--- src/spq_pkg.sv ---
// Package with the shared types, field widths and codes of the sorted priority queue.
`default_nettype none

package spq_pkg;

    // Queue depth and field widths of the transfer payloads.
    localparam int SPQ_DEPTH          = 16;
    localparam int SPQ_VALUE_WIDTH    = 32;
    localparam int SPQ_PRIORITY_WIDTH = 16;
    localparam int SPQ_COUNT_WIDTH    = 5;
    localparam int SPQ_STATUS_WIDTH   = 2;

    // Operation codes.
    localparam logic CMD_ENQUEUE = 1'b0;
    localparam logic CMD_DEQUEUE = 1'b1;

    // Status codes.
    localparam logic [SPQ_STATUS_WIDTH-1:0] ST_DONE  = 2'd0;
    localparam logic [SPQ_STATUS_WIDTH-1:0] ST_FULL  = 2'd1;
    localparam logic [SPQ_STATUS_WIDTH-1:0] ST_EMPTY = 2'd2;

    // One stored entry.
    typedef struct packed {
        logic signed [SPQ_VALUE_WIDTH-1:0]    value;
        logic signed [SPQ_PRIORITY_WIDTH-1:0] prio;
    } t_entry;

    // Input item.
    typedef struct packed {
        logic                                 cmd;
        logic signed [SPQ_VALUE_WIDTH-1:0]    item_value;
        logic signed [SPQ_PRIORITY_WIDTH-1:0] item_priority;
    } t_in_item;

    // Result item.
    typedef struct packed {
        logic signed [SPQ_VALUE_WIDTH-1:0]    popped_value;
        logic signed [SPQ_PRIORITY_WIDTH-1:0] popped_priority;
        logic signed [SPQ_VALUE_WIDTH-1:0]    head_value;
        logic signed [SPQ_PRIORITY_WIDTH-1:0] head_priority;
        logic        [SPQ_COUNT_WIDTH-1:0]    entry_count;
        logic        [SPQ_STATUS_WIDTH-1:0]   status;
    } t_out_item;

    // Control broadcast from the top level to every cell.
    typedef struct packed {
        logic   push;
        logic   pop;
        t_entry new_entry;
    } t_cell_ctrl;

endpackage

`default_nettype wire

--- src/spq_cell.sv ---
// One cell of the sorted chain: holds an entry and compares, shifts or loads it.
`default_nettype none

module spq_cell (
    input  wire logic                i_clk,
    input  wire spq_pkg::t_cell_ctrl i_ctrl,
    input  wire logic                i_occupied,
    input  wire logic                i_left_keep,
    input  wire spq_pkg::t_entry     i_left_entry,
    input  wire spq_pkg::t_entry     i_right_entry,
    output logic                     o_keep,
    output spq_pkg::t_entry          o_entry,
    output spq_pkg::t_entry          o_next_entry
);
    import spq_pkg::*;

    t_entry r_entry;
    t_entry n_entry;

    // An occupied cell whose priority is at least the new one stays in place on a push.
    assign o_keep = i_occupied && (r_entry.prio >= i_ctrl.new_entry.prio);

    // Next content: hold, load the new entry, take the left one, or take the right one.
    always_comb begin
        n_entry = r_entry;
        if (i_ctrl.push) begin
            if (o_keep) begin
                n_entry = r_entry;
            end else if (i_left_keep) begin
                n_entry = i_ctrl.new_entry;
            end else begin
                n_entry = i_left_entry;
            end
        end else if (i_ctrl.pop) begin
            n_entry = i_right_entry;
        end
    end

    // Entry storage needs no reset; the fill count says which cells hold data.
    always_ff @(posedge i_clk) begin
        r_entry <= n_entry;
    end

    assign o_entry      = r_entry;
    assign o_next_entry = n_entry;

endmodule

`default_nettype wire

--- src/sorted_priority_queue_top.sv ---
// Top level of the sorted priority queue: cell chain, fill count and result register.
//
// Usage: each input transfer carries one command. An enqueue stores item_value with
// item_priority behind every stored entry of greater or equal priority; a dequeue
// removes the head. Each input transfer produces exactly one result transfer that
// shows the removed entry (zero if none), the head after the operation (zero if
// empty), the entry count and a status code (done, enqueue dropped because full,
// dequeue on empty queue).
// The result is registered: it is valid in the cycle after the input transfer.
// Throughput is one item per cycle while the receiver does not stall. Every cell
// compares its own priority with the new one and moves in the same cycle, so the
// whole chain of DEPTH cells updates together; the result register is the only stage.
// When the receiver stalls, the result register holds and input ready drops until
// the result is taken; ready also stays high in a cycle where the waiting result
// leaves, so no cycle is lost.
// Reset clears the fill count and the result valid flag; the queue starts empty and
// the cell contents are not cleared.
`default_nettype none

module sorted_priority_queue_top #(
    parameter int DEPTH = spq_pkg::SPQ_DEPTH
) (
    input  wire logic              i_clk,
    input  wire logic              i_rst_n,
    input  wire logic              i_in_valid,
    output logic                   o_in_ready,
    input  wire spq_pkg::t_in_item i_in_data,
    output logic                   o_out_valid,
    input  wire logic              i_out_ready,
    output spq_pkg::t_out_item     o_out_data
);
    import spq_pkg::*;

    localparam int CW = $clog2(DEPTH + 1);

    logic [CW-1:0] r_count;
    logic [CW-1:0] n_count;
    logic          r_out_valid;
    t_out_item     r_out_data;
    t_out_item     n_out_data;

    logic          accept;
    logic          is_full;
    logic          is_empty;
    t_cell_ctrl    ctrl;

    logic   keep       [DEPTH];
    t_entry entry      [DEPTH];
    t_entry next_entry [DEPTH];

    // Input handshake: a new item enters whenever the result register is free or leaving.
    assign o_in_ready = !r_out_valid || i_out_ready;
    assign accept     = i_in_valid && o_in_ready;

    assign is_full  = (r_count == CW'(DEPTH));
    assign is_empty = (r_count == '0);

    // Control broadcast to the cells.
    always_comb begin
        ctrl.push            = accept && (i_in_data.cmd == CMD_ENQUEUE) && !is_full;
        ctrl.pop             = accept && (i_in_data.cmd == CMD_DEQUEUE) && !is_empty;
        ctrl.new_entry.value = i_in_data.item_value;
        ctrl.new_entry.prio  = i_in_data.item_priority;
    end

    // The chain of cells; cell 0 is the head.
    for (genvar g = 0; g < DEPTH; g++) begin : g_cell
        logic   occupied;
        logic   left_keep;
        t_entry left_entry;
        t_entry right_entry;

        assign occupied = (CW'(g) < r_count);

        if (g == 0) begin : g_head
            assign left_keep  = 1'b1;
            assign left_entry = ctrl.new_entry;
        end else begin : g_body
            assign left_keep  = keep[g-1];
            assign left_entry = entry[g-1];
        end

        if (g == DEPTH - 1) begin : g_tail
            assign right_entry = entry[g];
        end else begin : g_mid
            assign right_entry = entry[g+1];
        end

        spq_cell u_cell (
            .i_clk         (i_clk),
            .i_ctrl        (ctrl),
            .i_occupied    (occupied),
            .i_left_keep   (left_keep),
            .i_left_entry  (left_entry),
            .i_right_entry (right_entry),
            .o_keep        (keep[g]),
            .o_entry       (entry[g]),
            .o_next_entry  (next_entry[g])
        );
    end

    // Fill count after the operation.
    always_comb begin
        n_count = r_count;
        if (ctrl.push) begin
            n_count = r_count + CW'(1);
        end else if (ctrl.pop) begin
            n_count = r_count - CW'(1);
        end
    end

    // Result fields for the accepted item.
    always_comb begin
        n_out_data = '0;
        if (ctrl.pop) begin
            n_out_data.popped_value    = entry[0].value;
            n_out_data.popped_priority = entry[0].prio;
        end
        if (n_count != '0) begin
            n_out_data.head_value    = next_entry[0].value;
            n_out_data.head_priority = next_entry[0].prio;
        end
        n_out_data.entry_count = SPQ_COUNT_WIDTH'(n_count);
        if (accept && (i_in_data.cmd == CMD_ENQUEUE) && is_full) begin
            n_out_data.status = ST_FULL;
        end else if (accept && (i_in_data.cmd == CMD_DEQUEUE) && is_empty) begin
            n_out_data.status = ST_EMPTY;
        end else begin
            n_out_data.status = ST_DONE;
        end
    end

    // Control registers.
    always_ff @(posedge i_clk) begin
        if (!i_rst_n) begin
            r_count     <= '0;
            r_out_valid <= 1'b0;
        end else begin
            r_count <= n_count;
            if (accept) begin
                r_out_valid <= 1'b1;
            end else if (i_out_ready) begin
                r_out_valid <= 1'b0;
            end
        end
    end

    // Result payload register.
    always_ff @(posedge i_clk) begin
        if (accept) begin
            r_out_data <= n_out_data;
        end
    end

    assign o_out_valid = r_out_valid;
    assign o_out_data  = r_out_data;

endmodule

`default_nettype wire
--- config.mk ---
export PLATFORM = sky130hd
export DESIGN_NAME = sorted_priority_queue_top
export DESIGN_NICKNAME = d
export VERILOG_FILES = /design/src/spq_pkg.sv /design/src/spq_cell.sv /design/src/sorted_priority_queue_top.sv
export SDC_FILE = /design/constraint.sdc
export NUM_CORES = 2
export LEC_CHECK = 0
export BUFFER_PORTS_ARGS = -buffer_cell sky130_fd_sc_hd__buf_2
export CAP_MARGIN = 20
export CORE_ASPECT_RATIO = 1.75
export CORE_UTILIZATION = 50
export DETAILED_ROUTE_END_ITERATION = 16
export PLACE_DENSITY_LB_ADDON = 0.08
export SETUP_SLACK_MARGIN = 0.1
export SLEW_MARGIN = 20
export SYNTH_ARGS = -nofsm -noshare
export SYNTH_HDL_FRONTEND = slang
export SYNTH_SLANG_ARGS = --single-unit
export TNS_END_PERCENT = 50
--- constraint.sdc ---
create_clock -name i_clk -period 17.1 [get_ports i_clk]
set_input_delay 5.13 -clock i_clk [delete_from_list [all_inputs] [get_ports i_clk]]
set_output_delay 5.13 -clock i_clk [all_outputs]
set_load 0.02 [all_outputs]
==> results.tsv <==
metric	value	unit
status	completed	
fin_util	0.5531	
cts-root-buf	clkbuf_16	
synthSimpleGateAreaFrac	0.1345	
cap_violations	0	
synthFlopType	edfxtp_1	
start_util	0.5046	
rsz0062_at_grt	no	
cp_common_cell	buf_2	
cts-hold-fix-buffers	0	
holdPathEnd	g_cell[0].u_cell.o_entry[31]	
muxShareOfSynthArea	0.03096	
drt_pass1_iterations	6	
clk_latency	0.71	ns
worstPathRequired	11.97	ns
yosysSeqAreaShare	0.5285	
cts_buffer_depth	3	
period_minus_slack	11.14	ns
synthArstFlopShare	0	
portBuffers	157	
r2r_start	r_count[1]	
yosysTopAreaCell	edfxtp_1	
crit_family	buffers and inverters	
cts_setup_buffers	0	
die_h	415.3	um
overflow	0	
max_freq	0.08974	GHz
report.final.hold_viol_count	0	
final_area	53500	sq um
cp_max_fo	4	
num_vias	40334	
grt_pass1_wl	265000	um
hold_class	register to register	
cp_slowest_cell	nor2b_1	
power.leakage	20.33	nW
synthCells	4590	
rr_worst_depth	11	
hp-start	g_cell[0].u_cell.o_entry[31]	
synth-seq-cells	877	
path_buf_inv	3	
path_class	primary input to primary output	
syn_area	48810	sq um
drive_gt1_frac	0.1158	
synth_cell_types	70	
synth_area_per_cell	10.63	sq um
placed_area	50660	sq um
yosys.area_share.xor_xnor	0.0007177	
startpoint	i_out_ready	
drt_iter0_markers	4715	
crit_chain	buf_2, nor2b_1, inv_1, buf_2	
place_ws	5.954	ns
max-vdd-ir-drop	0.08491	mV
worst_slew_pin_slew	1.182	ns
finalNonFillerCells	5871	
yosysWarningCount	0	
nets	4811	
syn_nets	4902	
slew_headroom	0.2119	
endpoint_kind	primary output	
die-area	98930	sq um
wire_per_inst	31.18	um
grt_util_all_layers	0.3672	
h-tree-depth	3	
drc	0	
ios	158	
grt_antenna_before_repair	5	
whs_path_depth	1	
worst_setup_path_start_kind	primary input	
synth.area.top_cells	edfxtp_1 (51%), ha_1 (6.6%), a221o_1 (5.9%)	
synth_top_family_by_area	compound AO/OA/AOI/OAI gates	
core-area	96730	sq um
grt_max_degree	168	
ant_nets	0	
totalNegativeSetupSlack	0	ns
post_cts_resized	0	
area_growth	9.612	%
drt-total-wl	183000	um
synth_top_area_frac	0.5063	
dr_wl_met3	13480	um
fin_ws	5.957	ns
cts.sinks	877	
first_global_vias	39386	
r2r_slack	11.93	ns
max_stage_delay	0.41	ns
r2r-end	g_cell[14].u_cell.o_entry[23]	
fin_crit_sh	0.6516	
synth_compound_area_frac	0.1974	
wl_met1	65000	um
maxSlewViolCount	0	
cts_tree	done	
setup_viol	0	
dp_hpwl	109600	um
wl_met2	90240	um
clock_skew	0.02474	ns
die_w	238.2	um
place_inst	5712	
clk_transition_reported_paths	0.07	ns
synth_edf_count	823	
topRoutingLayerUsed	met4	
cts_buffers	85	
rows	151	
vias_per_cell	6.870	
synth_adder_area_share	0.06639	
power_density	123.5	nW/um^2
arrival	6.01	ns
gp_congestion	0.9411	
==> cell type report <==
type / instances / area (sq um)
Antenna cell: 3 / 7.507
Sequential cell: 877 / 25790
Clock buffer: 108 / 2295
Inverter: 91 / 341.6
Tap cell: 1300 / 1627
Clock inverter: 48 / 534.3
Timing Repair Buffer: 247 / 1499
Fill cell: 8615 / 43230
Multi-Input combinational cell: 3197 / 21410
==> synth_stat cells (all sizes together), types with 56 or more instances <==
cell type  count
nand2        730
inv           91
a31oi         56
and2          58
a21oi        137
ha           259
o21ai        178
clkbuf       329
edfxtp       823
nand3        215
nor2         409
mux2i         97
buf           96
a221o        288
o211ai       300
==> worst max path at each step <==
stage	to	slack, ns	cells past startpoint
finish	o_in_ready	5.96	4
floorplan	g_cell[13].u_cell.o_entry[0]	2.20	9
detailed placement	o_in_ready	5.95	4
global placement	o_in_ready	5.99	4
CTS	o_in_ready	5.96	4
global route	o_in_ready	5.87	4
==> power breakdown <==
part / leakage, nW / internal [W] / switching, W
Sequential: 8.29 / 0.00277 / 0.000239
Combinational: 10.7 / 0.000496 / 0.00109
Clock: 1.37 / 0.00110 / 0.000915
==> stage by stage <==
| stage | total power, W | hold slack (ns) |
|---|---|---|
| final | 0.006608 | 0.5451 |
| after global routing | 0.006799 | 0.5630 |
| after CTS | 0.006581 | 0.5435 |
| after detailed placement | 0.004595 | 0.5240 |
| after global placement | 0.004572 | 0.5218 |
| after floorplan | 0.003924 | 0.4803 |
==> cell families (layout without fill, tap and decap cells) <==
family	after synthesis	after routing
flops	877	877
mux	145	145
xor+xnor	4	4
buf+inv	516	494
simple gates	1543	1543
compound gates	1246	1246
fa+ha+maj	259	259
other cells	0	3
==> sequential cells by signal, summed over array words and instances, names as in the netlist <==
signal                 cells
g_cell.u_cell.o_entry    768
r_count                    5
o_out_data               103
o_out_valid                1
==> routing by layer <==
layer  GRT usage  up-vias
li1            -    17416
met1      0.4250    20065
met2      0.6228     2279
met3     0.04968      574
met4      0.2624        0
met5           0        -
==> layout by cell type, fill, tap and decap left out, drive strengths merged, types with 50 or more instances in the layout <==
| cell type | Yosys | final |
|---|---|---|
| a21oi | 137 | 137 |
| a221o | 288 | 288 |
| a221oi | 50 | 50 |
| a31oi | 56 | 56 |
| and2 | 58 | 58 |
| buf | 96 | 247 |
| clkbuf | 329 | 108 |
| dfxtp | 54 | 54 |
| edfxtp | 823 | 823 |
| ha | 259 | 259 |
| inv | 91 | 96 |
| mux2i | 97 | 97 |
| nand2 | 730 | 730 |
| nand3 | 215 | 215 |
| nor2 | 409 | 409 |
| o211ai | 300 | 300 |
| o21ai | 178 | 178 |
No activity file was read; power rests on OpenSTA's default activity.
